File: src/sv/lebs_pkg.sv
// Package of the LED event blink sequencer: types, codes, defaults and helpers.
package lebs_pkg;

  localparam int unsigned TIME_WIDTH_DEF = 32;
  localparam int unsigned CFG_IDX_W      = 8;
  localparam int unsigned CFG_DATA_W     = 24;

  localparam logic [23:0] HB_TIMEOUT_RST  = 24'd15000;
  localparam logic [15:0] ACK_PULSE_RST   = 16'd100;
  localparam logic [7:0]  ACK_FLASHES_RST = 8'd3;
  localparam logic [15:0] HB_PULSE_RST    = 16'd500;

  typedef enum logic [2:0] {
    OP_TICK   = 3'd0,
    OP_ACK    = 3'd1,
    OP_HB     = 3'd2,
    OP_START  = 3'd3,
    OP_STOP   = 3'd4,
    OP_LOCK   = 3'd5,
    OP_UNLOCK = 3'd6
  } op_e;

  typedef enum logic [2:0] {
    PH_IDLE      = 3'd0,
    PH_BLINK_ON  = 3'd1,
    PH_BLINK_OFF = 3'd2,
    PH_ACK_ON    = 3'd3,
    PH_ACK_OFF   = 3'd4,
    PH_HB_ON     = 3'd5
  } phase_e;

  typedef enum logic [CFG_IDX_W-1:0] {
    CFG_HB_TIMEOUT  = 8'd0,
    CFG_ACK_PULSE   = 8'd1,
    CFG_ACK_FLASHES = 8'd2,
    CFG_HB_PULSE    = 8'd3
  } cfg_idx_e;

  typedef struct packed {
    logic [23:0] hb_timeout;
    logic [15:0] ack_pulse_time;
    logic [7:0]  ack_flashes;
    logic [15:0] hb_pulse_time;
  } cfg_t;

  typedef struct packed {
    logic [2:0]  op;
    logic [7:0]  blink_count;
    logic [15:0] on_time;
    logic [15:0] off_time;
    logic        notify_on_finish;
  } item_t;

  typedef struct packed {
    logic led;
    logic finished;
    logic busy_res;
  } res_t;

  typedef struct packed {
    phase_e      phase;
    logic [15:0] ticks_left;
    logic [7:0]  cycles_left;
    logic [7:0]  count;
    logic [15:0] on_time;
    logic [15:0] off_time;
    logic        finish_wanted;
    logic        stop_req;
    logic        locked;
    logic        pending_ack;
    logic        pending_blink;
  } st_t;

  function automatic logic [15:0] dur(input logic [15:0] x);
    return (x == 16'd0) ? 16'd1 : x;
  endfunction

endpackage

File: src/sv/lebs_if.sv
// Handshake interfaces of the LED event blink sequencer: items, results, config writes.
interface lebs_item_if;
  logic        valid;
  logic        ready;
  logic [2:0]  op;
  logic [7:0]  blink_count;
  logic [15:0] on_time;
  logic [15:0] off_time;
  logic        notify_on_finish;
  modport source (output valid, op, blink_count, on_time, off_time, notify_on_finish,
                  input ready);
  modport sink (input valid, op, blink_count, on_time, off_time, notify_on_finish,
                output ready);
endinterface

interface lebs_result_if;
  logic valid;
  logic ready;
  logic led;
  logic finished;
  logic busy_res;
  modport source (output valid, led, finished, busy_res, input ready);
  modport sink (input valid, led, finished, busy_res, output ready);
endinterface

interface lebs_cfg_if;
  logic        valid;
  logic        ready;
  logic [7:0]  index;
  logic [23:0] data;
  modport source (output valid, index, data, input ready);
  modport sink (input valid, index, data, output ready);
endinterface

File: src/sv/lebs_step.sv
// Next-state and result logic of the LED event blink sequencer for one item.
module lebs_step
  import lebs_pkg::*;
#(
  parameter int unsigned TIME_WIDTH = TIME_WIDTH_DEF
) (
  input  cfg_t                  cfg_i,
  input  item_t                 item_i,
  input  st_t                   st_i,
  input  logic [TIME_WIDTH-1:0] time_now_i,
  input  logic [TIME_WIDTH-1:0] last_hb_i,
  input  logic [TIME_WIDTH-1:0] next_disp_i,
  output st_t                   st_o,
  output logic [TIME_WIDTH-1:0] time_now_o,
  output logic [TIME_WIDTH-1:0] last_hb_o,
  output logic [TIME_WIDTH-1:0] next_disp_o,
  output res_t                  res_o
);

  localparam int unsigned CW = (TIME_WIDTH > 24) ? TIME_WIDTH : 24;

  st_t                   s;
  logic [TIME_WIDTH-1:0] tn;
  logic [TIME_WIDTH-1:0] lhb;
  logic [TIME_WIDTH-1:0] ndt;
  logic                  fin;
  logic [CW-1:0]         timeout_w;
  logic [CW-1:0]         age_w;
  logic [CW-1:0]         next_w;

  always_comb begin
    s   = st_i;
    tn  = time_now_i;
    lhb = last_hb_i;
    ndt = next_disp_i;
    fin = 1'b0;

    case (item_i.op)
      OP_TICK: begin
        tn = time_now_i + 1'b1;
        if (s.phase != PH_IDLE) begin
          if (s.ticks_left > 16'd1) begin
            s.ticks_left = s.ticks_left - 16'd1;
          end else begin
            case (s.phase)
              PH_BLINK_ON: begin
                if (s.stop_req) begin
                  fin             = s.finish_wanted && !s.stop_req;
                  s.finish_wanted = 1'b0;
                  s.stop_req      = 1'b0;
                  s.cycles_left   = 8'd0;
                  s.phase         = PH_IDLE;
                  s.ticks_left    = 16'd0;
                end else begin
                  s.phase      = PH_BLINK_OFF;
                  s.ticks_left = dur(s.off_time);
                end
              end
              PH_BLINK_OFF: begin
                s.cycles_left = s.cycles_left - 8'd1;
                if (s.stop_req || s.cycles_left == 8'd0) begin
                  fin             = s.finish_wanted && !s.stop_req;
                  s.finish_wanted = 1'b0;
                  s.stop_req      = 1'b0;
                  s.cycles_left   = 8'd0;
                  s.phase         = PH_IDLE;
                  s.ticks_left    = 16'd0;
                end else begin
                  s.phase      = PH_BLINK_ON;
                  s.ticks_left = dur(s.on_time);
                end
              end
              PH_ACK_ON: begin
                s.phase      = PH_ACK_OFF;
                s.ticks_left = dur(cfg_i.ack_pulse_time);
              end
              PH_ACK_OFF: begin
                s.cycles_left = s.cycles_left - 8'd1;
                if (s.cycles_left == 8'd0) begin
                  s.phase      = PH_IDLE;
                  s.ticks_left = 16'd0;
                end else begin
                  s.phase      = PH_ACK_ON;
                  s.ticks_left = dur(cfg_i.ack_pulse_time);
                end
              end
              default: begin
                s.phase      = PH_IDLE;
                s.ticks_left = 16'd0;
              end
            endcase
          end
        end
      end
      OP_ACK: begin
        if (!s.locked) s.pending_ack = 1'b1;
      end
      OP_HB: begin
        if (!s.locked) lhb = time_now_i;
      end
      OP_START: begin
        s.stop_req      = 1'b0;
        s.count         = item_i.blink_count;
        s.on_time       = item_i.on_time;
        s.off_time      = item_i.off_time;
        s.finish_wanted = item_i.notify_on_finish;
        s.pending_blink = 1'b1;
      end
      OP_STOP:   s.stop_req = 1'b1;
      OP_LOCK:   s.locked   = 1'b1;
      OP_UNLOCK: s.locked   = 1'b0;
      default: ;
    endcase

    timeout_w = CW'(cfg_i.hb_timeout);
    age_w     = CW'(TIME_WIDTH'(tn - lhb));
    next_w    = CW'(tn) + timeout_w;

    if (s.phase == PH_IDLE) begin
      if (s.pending_blink) begin
        s.pending_blink = 1'b0;
        s.pending_ack   = 1'b0;
        s.cycles_left   = s.count;
        if (s.stop_req || s.cycles_left == 8'd0) begin
          fin             = s.finish_wanted && !s.stop_req;
          s.finish_wanted = 1'b0;
          s.stop_req      = 1'b0;
          s.cycles_left   = 8'd0;
          s.phase         = PH_IDLE;
          s.ticks_left    = 16'd0;
        end else begin
          s.phase      = PH_BLINK_ON;
          s.ticks_left = dur(s.on_time);
        end
      end else if (s.pending_ack) begin
        s.pending_ack = 1'b0;
        if (!s.locked) begin
          ndt           = next_w[TIME_WIDTH-1:0];
          s.cycles_left = cfg_i.ack_flashes;
          if (cfg_i.ack_flashes != 8'd0) begin
            s.phase      = PH_ACK_ON;
            s.ticks_left = dur(cfg_i.ack_pulse_time);
          end
        end
      end else if (!s.locked && tn >= ndt) begin
        if (age_w < timeout_w) begin
          s.phase      = PH_HB_ON;
          s.ticks_left = dur(cfg_i.hb_pulse_time);
        end
        ndt = next_w[TIME_WIDTH-1:0];
      end
    end

    st_o        = s;
    time_now_o  = tn;
    last_hb_o   = lhb;
    next_disp_o = ndt;

    res_o.led      = (s.phase == PH_BLINK_ON) || (s.phase == PH_ACK_ON) ||
                     (s.phase == PH_HB_ON);
    res_o.finished = fin;
    res_o.busy_res = (s.phase != PH_IDLE);
  end

endmodule

File: src/sv/led_event_blink_sequencer.sv
// Top level of the LED event blink sequencer: item register, state, config and result register.
//
// Items arrive on in_if (valid/ready): a tick (1 ms) or a command with its operands.
// Each accepted item yields exactly one result on out_if: the LED level, a one-item
// finished pulse and the busy flag as they stand after that item.
// Configuration registers are written on cfg_if (valid/ready, index, data), which is
// always ready; write them only while no item is in flight.
// Path: an accepted item is first held in the item register, then passed through the step
// logic into the result register, which drives out_if.
// Throughput: one item per cycle while out_if is not stalled; the state update of one item is a single pass
// through the step logic between the item register and the result register.
// When the receiver stalls, the result register holds and the item register
// fills; in_if.ready then drops until the result is taken.
// Reset clears the pattern state to idle with an acknowledge pending, zeroes the
// time counters and loads the default configuration.
module led_event_blink_sequencer
  import lebs_pkg::*;
#(
  parameter int unsigned TIME_WIDTH = TIME_WIDTH_DEF
) (
  input  logic          clk_i,
  input  logic          rst_ni,
  lebs_item_if.sink     in_if,
  lebs_result_if.source out_if,
  lebs_cfg_if.sink      cfg_if
);

  cfg_t                  cfg_q;
  item_t                 item_q;
  logic                  in_valid_q;
  logic                  out_valid_q;
  res_t                  res_q;
  st_t                   st_q;
  st_t                   st_d;
  logic [TIME_WIDTH-1:0] time_now_q, time_now_d;
  logic [TIME_WIDTH-1:0] last_hb_q, last_hb_d;
  logic [TIME_WIDTH-1:0] next_disp_q, next_disp_d;
  res_t                  res_d;
  logic                  adv;
  logic                  in_take;

  assign adv     = in_valid_q && (!out_valid_q || out_if.ready);
  assign in_take = in_if.valid && in_if.ready;

  assign in_if.ready  = !in_valid_q || adv;
  assign cfg_if.ready = 1'b1;

  assign out_if.valid    = out_valid_q;
  assign out_if.led      = res_q.led;
  assign out_if.finished = res_q.finished;
  assign out_if.busy_res = res_q.busy_res;

  lebs_step #(
    .TIME_WIDTH(TIME_WIDTH)
  ) u_step (
    .cfg_i      (cfg_q),
    .item_i     (item_q),
    .st_i       (st_q),
    .time_now_i (time_now_q),
    .last_hb_i  (last_hb_q),
    .next_disp_i(next_disp_q),
    .st_o       (st_d),
    .time_now_o (time_now_d),
    .last_hb_o  (last_hb_d),
    .next_disp_o(next_disp_d),
    .res_o      (res_d)
  );

  always_ff @(posedge clk_i or negedge rst_ni) begin
    if (!rst_ni) begin
      cfg_q.hb_timeout     <= HB_TIMEOUT_RST;
      cfg_q.ack_pulse_time <= ACK_PULSE_RST;
      cfg_q.ack_flashes    <= ACK_FLASHES_RST;
      cfg_q.hb_pulse_time  <= HB_PULSE_RST;
    end else if (cfg_if.valid) begin
      unique case (cfg_if.index)
        CFG_HB_TIMEOUT:  cfg_q.hb_timeout     <= cfg_if.data;
        CFG_ACK_PULSE:   cfg_q.ack_pulse_time <= cfg_if.data[15:0];
        CFG_ACK_FLASHES: cfg_q.ack_flashes    <= cfg_if.data[7:0];
        CFG_HB_PULSE:    cfg_q.hb_pulse_time  <= cfg_if.data[15:0];
        default: ;
      endcase
    end
  end

  always_ff @(posedge clk_i or negedge rst_ni) begin
    if (!rst_ni) begin
      in_valid_q <= 1'b0;
    end else if (in_if.ready) begin
      in_valid_q <= in_if.valid;
    end
  end

  always_ff @(posedge clk_i) begin
    if (in_take) begin
      item_q.op               <= in_if.op;
      item_q.blink_count      <= in_if.blink_count;
      item_q.on_time          <= in_if.on_time;
      item_q.off_time         <= in_if.off_time;
      item_q.notify_on_finish <= in_if.notify_on_finish;
    end
  end

  always_ff @(posedge clk_i or negedge rst_ni) begin
    if (!rst_ni) begin
      out_valid_q <= 1'b0;
    end else if (adv) begin
      out_valid_q <= 1'b1;
    end else if (out_if.ready) begin
      out_valid_q <= 1'b0;
    end
  end

  always_ff @(posedge clk_i) begin
    if (adv) res_q <= res_d;
  end

  always_ff @(posedge clk_i or negedge rst_ni) begin
    if (!rst_ni) begin
      st_q.phase         <= PH_IDLE;
      st_q.ticks_left    <= '0;
      st_q.cycles_left   <= '0;
      st_q.count         <= '0;
      st_q.on_time       <= '0;
      st_q.off_time      <= '0;
      st_q.finish_wanted <= 1'b0;
      st_q.stop_req      <= 1'b0;
      st_q.locked        <= 1'b0;
      st_q.pending_ack   <= 1'b1;
      st_q.pending_blink <= 1'b0;
      time_now_q         <= '0;
      last_hb_q          <= '0;
      next_disp_q        <= '0;
    end else if (adv) begin
      st_q        <= st_d;
      time_now_q  <= time_now_d;
      last_hb_q   <= last_hb_d;
      next_disp_q <= next_disp_d;
    end
  end

endmodule
File: src/flat_wrapper.sv
// flat-port wrapper written by rule: the top's interface ports become plain ports
module led_event_blink_sequencer_flat import lebs_pkg::*;
#(
  parameter int unsigned TIME_WIDTH = TIME_WIDTH_DEF
)
  (clk_i, rst_ni, in_if_valid, in_if_op, in_if_blink_count, in_if_on_time, in_if_off_time, in_if_notify_on_finish, in_if_ready, out_if_valid, out_if_led, out_if_finished, out_if_busy_res, out_if_ready, cfg_if_valid, cfg_if_index, cfg_if_data, cfg_if_ready);
  lebs_item_if in_if_i ();
  lebs_result_if out_if_i ();
  lebs_cfg_if cfg_if_i ();
  input  logic clk_i;
  input  logic rst_ni;
  input wire logic [$bits(in_if_i.valid)-1:0] in_if_valid;
  input wire logic [$bits(in_if_i.op)-1:0] in_if_op;
  input wire logic [$bits(in_if_i.blink_count)-1:0] in_if_blink_count;
  input wire logic [$bits(in_if_i.on_time)-1:0] in_if_on_time;
  input wire logic [$bits(in_if_i.off_time)-1:0] in_if_off_time;
  input wire logic [$bits(in_if_i.notify_on_finish)-1:0] in_if_notify_on_finish;
  output wire logic [$bits(in_if_i.ready)-1:0] in_if_ready;
  output wire logic [$bits(out_if_i.valid)-1:0] out_if_valid;
  output wire logic [$bits(out_if_i.led)-1:0] out_if_led;
  output wire logic [$bits(out_if_i.finished)-1:0] out_if_finished;
  output wire logic [$bits(out_if_i.busy_res)-1:0] out_if_busy_res;
  input wire logic [$bits(out_if_i.ready)-1:0] out_if_ready;
  input wire logic [$bits(cfg_if_i.valid)-1:0] cfg_if_valid;
  input wire logic [$bits(cfg_if_i.index)-1:0] cfg_if_index;
  input wire logic [$bits(cfg_if_i.data)-1:0] cfg_if_data;
  output wire logic [$bits(cfg_if_i.ready)-1:0] cfg_if_ready;
  assign in_if_i.valid = in_if_valid;
  assign in_if_i.op = in_if_op;
  assign in_if_i.blink_count = in_if_blink_count;
  assign in_if_i.on_time = in_if_on_time;
  assign in_if_i.off_time = in_if_off_time;
  assign in_if_i.notify_on_finish = in_if_notify_on_finish;
  assign in_if_ready = in_if_i.ready;
  assign out_if_valid = out_if_i.valid;
  assign out_if_led = out_if_i.led;
  assign out_if_finished = out_if_i.finished;
  assign out_if_busy_res = out_if_i.busy_res;
  assign out_if_i.ready = out_if_ready;
  assign cfg_if_i.valid = cfg_if_valid;
  assign cfg_if_i.index = cfg_if_index;
  assign cfg_if_i.data = cfg_if_data;
  assign cfg_if_ready = cfg_if_i.ready;
  led_event_blink_sequencer #(.TIME_WIDTH(TIME_WIDTH)) u_core (.clk_i(clk_i), .rst_ni(rst_ni), .in_if(in_if_i), .out_if(out_if_i), .cfg_if(cfg_if_i));
endmodule
File: config.mk
export PLATFORM = sky130hd
export DESIGN_NAME = led_event_blink_sequencer_flat
export DESIGN_NICKNAME = d
export VERILOG_FILES = /design/src/sv/lebs_pkg.sv /design/src/sv/lebs_if.sv /design/src/sv/lebs_step.sv /design/src/sv/led_event_blink_sequencer.sv /design/src/flat_wrapper.sv
export SDC_FILE = /design/constraint.sdc
export NUM_CORES = 1
export LEC_CHECK = 0
export BUFFER_PORTS_ARGS = -buffer_cell sky130_fd_sc_hd__clkbuf_2
export CAP_MARGIN = 0
export CORE_ASPECT_RATIO = 1.2
export CORE_MARGIN = 2
export CORE_UTILIZATION = 40
export CTS_CLUSTER_SIZE = 30
export DETAILED_ROUTE_END_ITERATION = 8
export SYNTH_ARGS = -nofsm -noshare
export SYNTH_HDL_FRONTEND = slang
export SYNTH_SLANG_ARGS = --single-unit
File: constraint.sdc
create_clock -name clk_i -period 22.1 [get_ports clk_i]
set_input_delay 2.21 -clock clk_i [delete_from_list [all_inputs] [get_ports clk_i]]
set_output_delay 2.21 -clock clk_i [all_outputs]
set_load 0.01 [all_outputs]
==> qor.txt, run 1 <==
Top-count cell post-synth: nand2_1
Complex-gate fraction of the synthesized area: 0.183
Area grow syn2layout: 11.6%
Hold/Removal Path Class: reg -> reg
Core ar.: 0.0462 mm^2
CTS max path bufs: 3
Nets: 2259
Kind of critical path: reg -> reg
Hold path depth: 1
Die height: 241 um
DR vias: 15600
Site row count: 86
ANT cells: 0
CTS tree: done
Top Metal Used: met4
DP Worst Slack: 14.05 ns
Mapped Area: 0.0188 mm^2
Final hold violations: 0
Netlist cell types: 93
Placed insts: 2651
Status: complete, no violations
Final setup fails: 0
Share of layout cells above drive strength 1: 0.154
Unrepaired setup endpoints after global routing: false
Syn nets: 2213
Gr usage total: 0.228
Vias in the first global route: 15400
Simple-gate portion of the synthesized area: 0.169
Count of non-filler cells in the finished layout: 2712
Mapped Avg Cell Area: 9.26 um^2
Clk pin slew, worst setup/hold paths: 0.06 ns
CTS H-tree lvls: 2
Min Tclk post-route: 8.08 ns
Main combinational cell family by area after synthesis: compound AO/OA/AOI/OAI gates
Postcts setup bufs: 0
CTS sink count: 281
Initial DRT Pass Iterations: 6
Register area: 0.00729 mm^2
# hold bufs at CTS: 0
Met2 wire length: 26700 um
Footprint of the multi-input gates: 0.0108 mm^2
First-pass GRT wire length: 87100 um
XOR/XNOR share of the synthesized area: 0.0601
Delay-heaviest family, CP: compound AO/OA/AOI/OAI gates
FF-to-FF path depth: 27
# port buffers: 85
Final WL: 55000 um
Synth Instances: 2026
Setup Skew: 0.0321 ns
Synth area leader: dfrtp_1
Avg WL per Cell: 20.3 um
Achievable Freq: 124 MHz
Critical Path Start Type: register
TNS Setup: 0 ns
Commonest register cell after synthesis: dfrtp_1
Slew headroom: 0.231
Number of synthesized flops with an enable pin: 47
Drt via density: 5.74
Fillers: 4430
Post-synth top area share: 0.287
Slowest stage delay, CP: 0.68 ns
Most used cell, CP: a21oi_1
Die X: 202 um
Post-CTS sizing: 0
Worst Hold Path EP: u_core.st_q[16]
Clock buffer count from CTS: 35
Slowest-stage cell, CP: or4b_2
Initial core utilization: 0.407
Reg2reg end: u_core.st_q[64]
Grt ovf: 0
Peak supply drop: 61.0 uV
Setup slack, reg-to-reg: 14.02 ns
Critical path buffers and inverters: 1
Flip-flop and latch count after synthesis: 281
Largest net degree at the start of global routing: 101
Synth Area in Adders: 0.0721
Initial DRC count: 1264
Worst Hold Launch: u_core.item_q[12]
Max cap viols: 0
# DRC: 0
Fin worst setup slack: 14.02 ns
CP required: 22.55 ns
Antenna violations before repair: 0
Leak: 9.69 nW
Worst path arrival time: 8.53 ns
Multiplexer share of the synthesized area: 0.0883
Clk root buf: clkbuf_16
Final ANT Viol Nets: 0
Register area share after synthesis: 0.388
Largest cells by area after synthesis: dfrtp_1, edfxtp_1, ha_1, mux2_2, nand2_1
DP HPWL: 41300 um
Worst Path Max Fanout: 35
Worst skew pair latency: 0.56 ns
Die area: 0.0487 mm^2
Met3 Routed Length: 2490 um
Fin crit share: 0.365
Pwr per Cell Area: 107 mW/mm^2
Synth cell count leaders: nand2_1, dfrtp_1, o21ai_0
Worst Tran Pin Value: 1.15 ns
Routability-driven placement congestion ratio: 0.937
DRT met1 WL: 24000 um
Async SR Flop Fraction: 0.833
Reg2reg start: u_core.item_q[41]
Synth warnings: 0
CP Capture Type: register
Ports: 87
Max Slew Vio Count: 0
## worst max path at each step
stage | start | endpoint | slack (ns) | cells after the start
after global routing | u_core.item_q[41] | u_core.out_if.led | 13.38 | 27
after CTS | u_core.item_q[41] | u_core.st_q[64] | 14.04 | 27
after floorplan | u_core.item_q[42] | u_core.st_q[67] | 14.68 | 31
final | u_core.item_q[41] | u_core.st_q[64] | 14.02 | 27
after global placement | u_core.item_q[41] | u_core.out_if.led | 14.22 | 27
after detailed placement | u_core.item_q[41] | u_core.st_q[64] | 14.05 | 27
## cells by family (layout without fill, tap and decap cells)
| logic type | after synthesis | count (layout) |
|---|---|---|
| AOI/OAI and AO/OA | 520 | 520 |
| muxes | 154 | 154 |
| and+or+nand+nor | 653 | 653 |
| other | 1 | 1 |
| DFF | 281 | 281 |
| adders and majority gates | 107 | 107 |
| buffers and inverters | 183 | 253 |
| xor gates and xnor gates | 127 | 127 |
## worst reg2reg max path: cells and delay by family, from the launching register on
family | cells | cell delay (ns)
and+or+nand+nor | 7 | 2.30
adders and majority gates | 2 | 0.55
xor gates and xnor gates | 1 | 0.14
muxes | 1 | 0.37
DFF | 1 | 0.56
buffers and inverters | 1 | 0.31
AOI/OAI and AO/OA | 15 | 3.75
## cells in the final DEF (no fill, tap or decap), types with 11 or more instances in the layout
master     Yosys  final
nand3_1       42     42
inv_1         84     84
a21oi_1       91     90
o211ai_1      12     12
nor2_1       135    134
nor4_1        28     28
xor2_1        49     49
a211oi_1      13     12
a22oi_1       13     13
mux2i_1       62     62
nand2b_1      16     16
nand4_1       24     24
or2_2         13     13
dfrtp_1      215    215
clkbuf_16      0     36
a22o_1        13     13
o22ai_1       13     13
o21a_1        18     18
dfstp_2       19     19
clkbuf_2       0     84
a31oi_1       20     20
a222oi_1      16     16
o21ai_0      165    165
buf_4          4     21
nor2b_1       11     11
ha_1         104    104
or3_1         17     17
nand2_1      248    247
and3_1        23     23
a21o_1        43     43
mux2_2        92     92
nor3_1        43     43
edfxtp_1      47     47
xnor2_1       77     77
## flip-flops by register name (all words and copies together) (netlist names)
signal                  flops
u_core.st_q                72
u_core.cfg_q               64
u_core.item_q              44
u_core.last_hb_q           32
u_core.next_disp_q         32
u_core.time_now_q          32
u_core.in_valid_q           1
u_core.out_if.busy_res      1
u_core.out_if.finished      1
u_core.out_if.led           1
u_core.out_if.valid         1
## per-stage QoR
step	util	total power [mW]	area (um^2)	hold slack (ns)
2_1_floorplan	-	1.38	18800	0.450
3_3_place_gp	0.428	1.62	19800	0.462
3_5_place_dp	0.428	1.64	19800	0.464
4_1_cts	0.454	2.24	20900	0.476
5_1_grt	0.454	2.39	20900	0.497
6_report	0.454	2.24	20900	0.473
## power breakdown
group / internal, mW / switching [mW] / leakage [nW]
registers: 0.621 / 0.101 / 3.33
clock network: 0.351 / 0.236 / 0.565
logic: 0.387 / 0.540 / 5.79
## layout make-up
cell class,count,area share
clock buffers,44,0.0469
clock inverters,17,0.00908
inverters,86,0.0154
multi-input cells,1562,0.515
flip-flops and latches,281,0.348
well taps,616,0.0368
repair buffers,106,0.0283
## layer usage
metal,global-route usage,vias up
met3,0.0269,104
met5,0,-
met2,0.395,418
met4,0.0856,0
li1,-,7482
met1,0.292,7572
(Power assumes the default switching activity.)
==> run 2, diff against run 1 <==
==> constraint.sdc (replaced) <==
create_clock -name clk_i -period 7.8 [get_ports clk_i]
set_input_delay 0.78 -clock clk_i [delete_from_list [all_inputs] [get_ports clk_i]]
set_output_delay 0.78 -clock clk_i [all_outputs]
set_load 0.01 [all_outputs]
==> run 2 against run 1 <==
Global-route usage hardly changed. Worst hold slack worse by 0.24 ns. Wire length hardly changed. Final cell count grew 0.52%. Die area stayed put. Power grew to 2.8 times the previous value. Clock skew grew 0.0055 ns. Sequential cell count is the same. Sequential power rose to 2.8 times the previous value. Maximum frequency increased by 11%. Combinational power rose to 2.9 times the previous value. First-iteration DRC count is 7.4% lower. Critical path type unchanged. Largest cell class unchanged.
==> qor.txt, run 2 (synthesis gave the netlist of run 1 again) <==
Critical Path Start Type: register
Core ar.: 0.0462 mm^2 (unchanged)
Gr usage total: 0.227 (about the same)
Slew headroom: 0.305 (+0.0740)
Delay-heaviest family, CP: compound AO/OA/AOI/OAI gates
Final WL: 55000 um (about the same)
Max Slew Vio Count: 0 (unchanged)
Drt via density: 5.74 (about the same)
Slowest-stage cell, CP: or4b_2
First-pass GRT wire length: 87200 um (+0.13%)
Max cap viols: 0 (unchanged)
TNS Setup: 0 ns (unchanged)
Nets: 2272 (+0.58%)
Post-CTS sizing: 0 (unchanged)
Top Registers: u_core.st_q: 72 flops, u_core.cfg_q: 64 flops, u_core.item_q: 44 flops
Setup Skew: 0.0376 ns (+0.00552 ns)
Final ANT Viol Nets: 0 (unchanged)
ANT cells: 0 (unchanged)
Hold WS: 0.230 ns (-0.243 ns)
Achievable Freq: 137 MHz (+11%)
Most used cell, CP: a21oi_1
CTS tree: done
FF-to-FF path depth: 26 (-3.7%)
Postcts setup bufs: 0 (unchanged)
Worst Path Max Fanout: 12 (-66%)
CP required: 8.24 ns (-14.31 ns)
Critical path buffers and inverters: 0 (-1)
Slowest stage delay, CP: 0.82 ns (+0.14 ns)
CTS H-tree lvls: 2 (unchanged)
Die height: 241 um (unchanged)
Worst path arrival time: 7.74 ns (-0.79 ns)
Largest reg by FF count: u_core.st_q
Share of layout cells above drive strength 1: 0.159 (+0.00514)
Die X: 202 um (unchanged)
Final setup fails: 0 (unchanged)
Most frequent cells in the layout: nand2_1, dfrtp_1, o21ai_0
Largest net degree at the start of global routing: 102 (+0.99%)
Area grow syn2layout: 11.9%
Largest register FFs: 72 (unchanged)
Die area: 0.0487 mm^2 (unchanged)
Commonest non-fill, non-tap cell in the layout: nand2_1
Clk pin slew, worst setup/hold paths: 0.06 ns (about the same)
Finished Cell Area: 0.0210 mm^2 (+0.30%)
Fin worst setup slack: 0.500 ns (-13.52 ns)
CP Depth: 26 (-3.7%)
Fillers: 4457 (+0.61%)
CTS sink count: 281 (unchanged)
Antenna violations before repair: 0 (unchanged)
Site row count: 86 (unchanged)
DR vias: 15600 (+0.42%)
Initial core utilization: 0.407 (unchanged)
Clock buffer count from CTS: 35 (unchanged)
Min Tclk post-route: 7.30 ns (-0.777 ns)
Status: complete, no violations
DP HPWL: 41700 um (+0.93%)
Register area: 0.00729 mm^2 (unchanged)
Worst skew pair latency: 0.58 ns (+0.02 ns)
Avg WL per Cell: 20.2 um (-0.48%)
Hold/Removal Path Class: in -> async
Leak: 9.75 nW (+0.66%)
Peak supply drop: 196 uV (+220%)
Kind of critical path: reg -> reg
Initial DRC count: 1171 (-7.4%)
DP Worst Slack: 0.302 ns (-13.75 ns)
Initial DRT Pass Iterations: 8 (+2)
# DRC: 0 (unchanged)
Unrepaired setup endpoints after global routing: false
CTS max path bufs: 3 (unchanged)
Fin crit share: 0.936 (+0.570)
Post-Place Cell Area: 0.0199 mm^2 (+0.49%)
Final hold violations: 0 (unchanged)
Vias in the first global route: 15600 (+1.3%)
Pwr per Cell Area: 300 mW/mm^2 (+180%)
Worst Tran Pin Value: 1.04 ns (-0.104 ns)
# port buffers: 85 (unchanged)
Clk root buf: clkbuf_16
Footprint of the multi-input gates: 0.0108 mm^2 (+0.19%)
Grt ovf: 0 (unchanged)
Routability-driven placement congestion ratio: 0.943 (+0.61%)
# hold bufs at CTS: 0 (unchanged)
CP Capture Type: register
Ports: 87 (unchanged)
## run 2: cell count changes in the layout (fill, tap and decap cells not counted), moves of 2 or more
| cell | change |
|---|---|
| buf_4 | +13 |
| clkbuf_1 | +3 |
| clkbuf_8 | -3 |
| clkinv_2 | +3 |
| clkinvlp_4 | -3 |
| clkinv_4 | -2 |
| nor3_1 | -2 |
| nor3_2 | +2 |
## run 2: report_power, final
part	leakage (nW)	switching, mW	total (mW)	internal, mW
clock network	0.550	0.682	1.60	0.923
registers	3.33	0.272	2.03	1.76
logic	5.87	1.55	2.66	1.10
total	9.75	2.51	6.30	3.79
## run 2: per-layer routing
metal	up-vias	part of all wire	GRT usage
li1	7517	-	-
met1	7548	0.43	0.288
met2	469	0.48	0.392
met3	107	0.052	0.0288
met4	0	0.037	0.0989
met5	-	0	0
## run 2: cell type report
class                   instances  area share
flip-flops and latches        281       0.347
repair buffers                119      0.0329
clock inverters                19     0.00906
clock buffers                  43      0.0441
well taps                     616      0.0367
multi-input cells            1562       0.515
inverters                      86      0.0154
## run 2: path summary, 6_finish.rpt
check	from	slack [ns]	end
hold / removal	rst_ni	0.23	u_core.next_disp_q[7]
max in group asynchronous	rst_ni	5.92	u_core.last_hb_q[8]
setup / recovery	u_core.st_q[2]	0.50	u_core.out_if.led
min in group clk_i	in_if_blink_count[4]	0.37	u_core.item_q[37]
setup reg to reg	u_core.st_q[2]	0.50	u_core.out_if.led
hold reg to reg	u_core.item_q[12]	0.47	u_core.st_q[16]
## run 2: stage by stage
stage	total power, mW	std cells	utilization
2_1_floorplan	3.92	2026	-
3_3_place_gp	4.62	2664	0.430
3_5_place_dp	4.67	2664	0.430
4_1_cts	6.31	2726	0.454
5_1_grt	6.73	2726	0.455
6_report	6.30	2726	0.455
## run 2: worst reg2reg max path, delay by kind of cell (launching register included)
family	cells	cell delay, ns
compound gates	15	3.35
simple gates	7	2.30
fa+ha+maj	2	0.55
flops	1	0.46
mux	1	0.36
xor+xnor	1	0.13
==> run 3, diff against run 2 <==
--- a/config.mk
+++ b/config.mk
@@ -10,6 +10,7 @@
 export CORE_ASPECT_RATIO = 1.2
 export CORE_MARGIN = 2
 export CORE_UTILIZATION = 40
+export CTS_BUF_LIST = sky130_fd_sc_hd__clkbuf_2
 export CTS_CLUSTER_SIZE = 30
 export DETAILED_ROUTE_END_ITERATION = 8
 export SYNTH_ARGS = -nofsm -noshare
==> run 3 against run 2 <==
Wire length rose by 1.8%. Highest routed layer unchanged. Final area rose by 1.7%. Critical path depth rose by 1. Combinational power barely moved. Count of clock-buffer cells in the layout rose by 74.
==> qor.txt, run 3 (synthesis gave the netlist of run 1 again) <==
Nets: 2385 (+5.0%)
CP required: 8.63 ns (+0.39 ns)
Fillers: 4471 (+0.31%)
Ports: 87 (unchanged)
Area grow syn2layout: 13.7%
Avg WL per Cell: 19.5 um (-3.6%)
Final WL: 56000 um (+1.8%)
DP HPWL: 41700 um (unchanged)
Worst Path Max Fanout: 8 (-4)
Peak supply drop: 205 uV (+5.0%)
CTS max path bufs: 3 (unchanged)
Setup Skew: 0.113 ns (+0.0755 ns)
Clk pin slew, worst setup/hold paths: 0.11 ns (+0.05 ns)
Worst skew pair latency: 1.05 ns (+0.47 ns)
Final ANT Viol Nets: 0 (unchanged)
Die X: 202 um (unchanged)
Min Tclk post-route: 7.28 ns (-0.0235 ns)
Fin crit share: 0.933 (-0.00302)
Grt ovf: 0 (unchanged)
Clk root buf: clkbuf_2
Clock buffer count from CTS: 77 (+120%)
Max Slew Vio Count: 0 (unchanged)
Die area: 0.0487 mm^2 (unchanged)
Largest net degree at the start of global routing: 102 (unchanged)
Vias in the first global route: 16200 (+4.1%)
Achievable Freq: 137 MHz (+0.32%)
Die height: 241 um (unchanged)
Critical Path Start Type: register
# port buffers: 85 (unchanged)
Footprint of the multi-input gates: 0.0108 mm^2 (about the same)
Pwr per Cell Area: 275 mW/mm^2 (-8.4%)
Largest reg by FF count: u_core.st_q
Worst Hold Launch: cfg_if_data[0]
DR vias: 16200 (+3.4%)
Antenna violations before repair: 1 (+1)
Site row count: 86 (unchanged)
Slew headroom: 0.314 (+0.00850)
Kind of critical path: reg -> reg
Hold/Removal Path Class: in -> reg
Leak: 10.1 nW (+3.2%)
Largest register FFs: 72 (unchanged)
Status: complete, no violations
Routability-driven placement congestion ratio: 0.943 (unchanged)
Worst path arrival time: 8.10 ns (+0.36 ns)
Initial DRC count: 1183 (+1.0%)
Commonest non-fill, non-tap cell in the layout: nand2_1
Register area: 0.00729 mm^2 (unchanged)
Worst Hold Path EP: u_core.cfg_q[0]
Total Power: 5.86 mW (-6.9%)
Setup slack, reg-to-reg: 0.52 ns (+0.02 ns)
Final hold violations: 0 (unchanged)
DP Worst Slack: 0.302 ns (unchanged)
Postcts setup bufs: 0 (unchanged)
Reg2reg end: u_core.st_q[56]
# DRC: 0 (unchanged)
Final setup fails: 0 (unchanged)
Gr usage total: 0.232 (+0.00504)
Unrepaired setup endpoints after global routing: false
Reg2reg start: u_core.item_q[41]
Core ar.: 0.0462 mm^2 (unchanged)
Initial DRT Pass Iterations: 6 (-2)
Top Registers: u_core.st_q: 72 flops, u_core.cfg_q: 64 flops, u_core.item_q: 44 flops
First-pass GRT wire length: 89100 um (+2.2%)
TNS Setup: 0 ns (unchanged)
Initial core utilization: 0.407 (unchanged)
CTS tree: done
Hold path depth: 2
FF-to-FF path depth: 27 (+3.8%)
CTS sink count: 281 (unchanged)
CTS H-tree lvls: 3 (+1)
Max cap viols: 0 (unchanged)
Most frequent cells in the layout: nand2_1, dfrtp_1, clkbuf_2
Worst Tran Pin Value: 1.03 ns (-0.0127 ns)
Share of layout cells above drive strength 1: 0.181 (+0.0216)
Fin worst setup slack: 0.524 ns (+0.0235 ns)
Drt via density: 5.62 (-2.1%)
Final core utilization: 0.462 (+0.00756)
CP Capture Type: register
-- run 3: cell count changes in the layout (fill, tap and decap cells not counted), sizes merged --
cell	before	now
clkbuf	127	201
dlygate4sd3	0	71
clkinv	12	21
inv	90	88
diode	0	1
-- run 3: worst max path at each step --
stage | start | end | depth (start not counted)
after floorplan | u_core.item_q[42] | u_core.st_q[67] | 31
after global placement | u_core.st_q[2] | u_core.out_if.led | 26
after detailed placement | u_core.item_q[41] | u_core.st_q[64] | 28
after CTS | u_core.item_q[41] | u_core.st_q[64] | 28
after global routing | u_core.item_q[41] | u_core.st_q[56] | 30
final | u_core.item_q[41] | u_core.st_q[56] | 27
-- run 3: where the power goes --
group | total [mW] | internal (mW) | switching, mW | leakage (nW)
combinational | 2.69 | 1.13 | 1.56 | 6.17
sequential | 2.03 | 1.76 | 0.274 | 3.33
clock | 1.14 | 0.468 | 0.672 | 0.563
total | 5.86 | 3.36 | 2.50 | 10.1
-- run 3: area by class of cell --
class / instances / share of cell area
Antenna cell: 1 / 0.000117
Clock buffer: 117 / 0.0274
Clock inverter: 26 / 0.00762
Inverter: 86 / 0.0151
Multi-Input combinational cell: 1562 / 0.506
Sequential cell: 281 / 0.341
Tap cell: 616 / 0.0361
Timing Repair Buffer: 190 / 0.0656
-- run 3: repair_timing --
item,4_1_cts,5_1_grt
resized for setup,0,6
hold endpoints to repair,182,0
hold buffers,71,0
endpoints found under the setup margin,0,19
-- run 3: routing by layer --
layer  track usage  routed length (um)  vias to the layer above
met5             0                   0                        -
met4         0.101                1910                        0
met3        0.0416                3270                      124
met2         0.402               27000                      511
met1         0.286               23800                     7747
li1              -                   -                     7788
-- run 3: metrics by stage --
step,hold WS (ns),instance area [um^2],cells
final,0.143,21300,2879
after global placement,0.461,19900,2664
after CTS,0.0000639,21300,2878
after global routing,0.0584,21300,2879
after detailed placement,0.467,19900,2664
after floorplan,0.450,18800,2026
-- run 3: worst max-delay path: stages (launching register included) --
cell and delay [ns]:
edfxtp_1 0.48, or4b_2 0.80, mux2i_1 0.36, ha_1 0.29, nor2b_1 0.14, o31a_1 0.29, o311a_1 0.37, o211ai_1 0.26
o21ai_0 0.16, or3_1 0.40, o211a_1 0.20, o21ai_2 0.21, a21oi_1 0.08, o21bai_1 0.15, a21oi_1 0.17, xnor2_1 0.13
ha_1 0.26, a21oi_1 0.17, nand2_1 0.07, nor2_1 0.11, a21oi_1 0.10, a2111o_1 0.38, or4_4 0.58, a221oi_4 0.26
buf_4 0.23, a21oi_1 0.12, nor2_1 0.17, a21oi_1 0.09
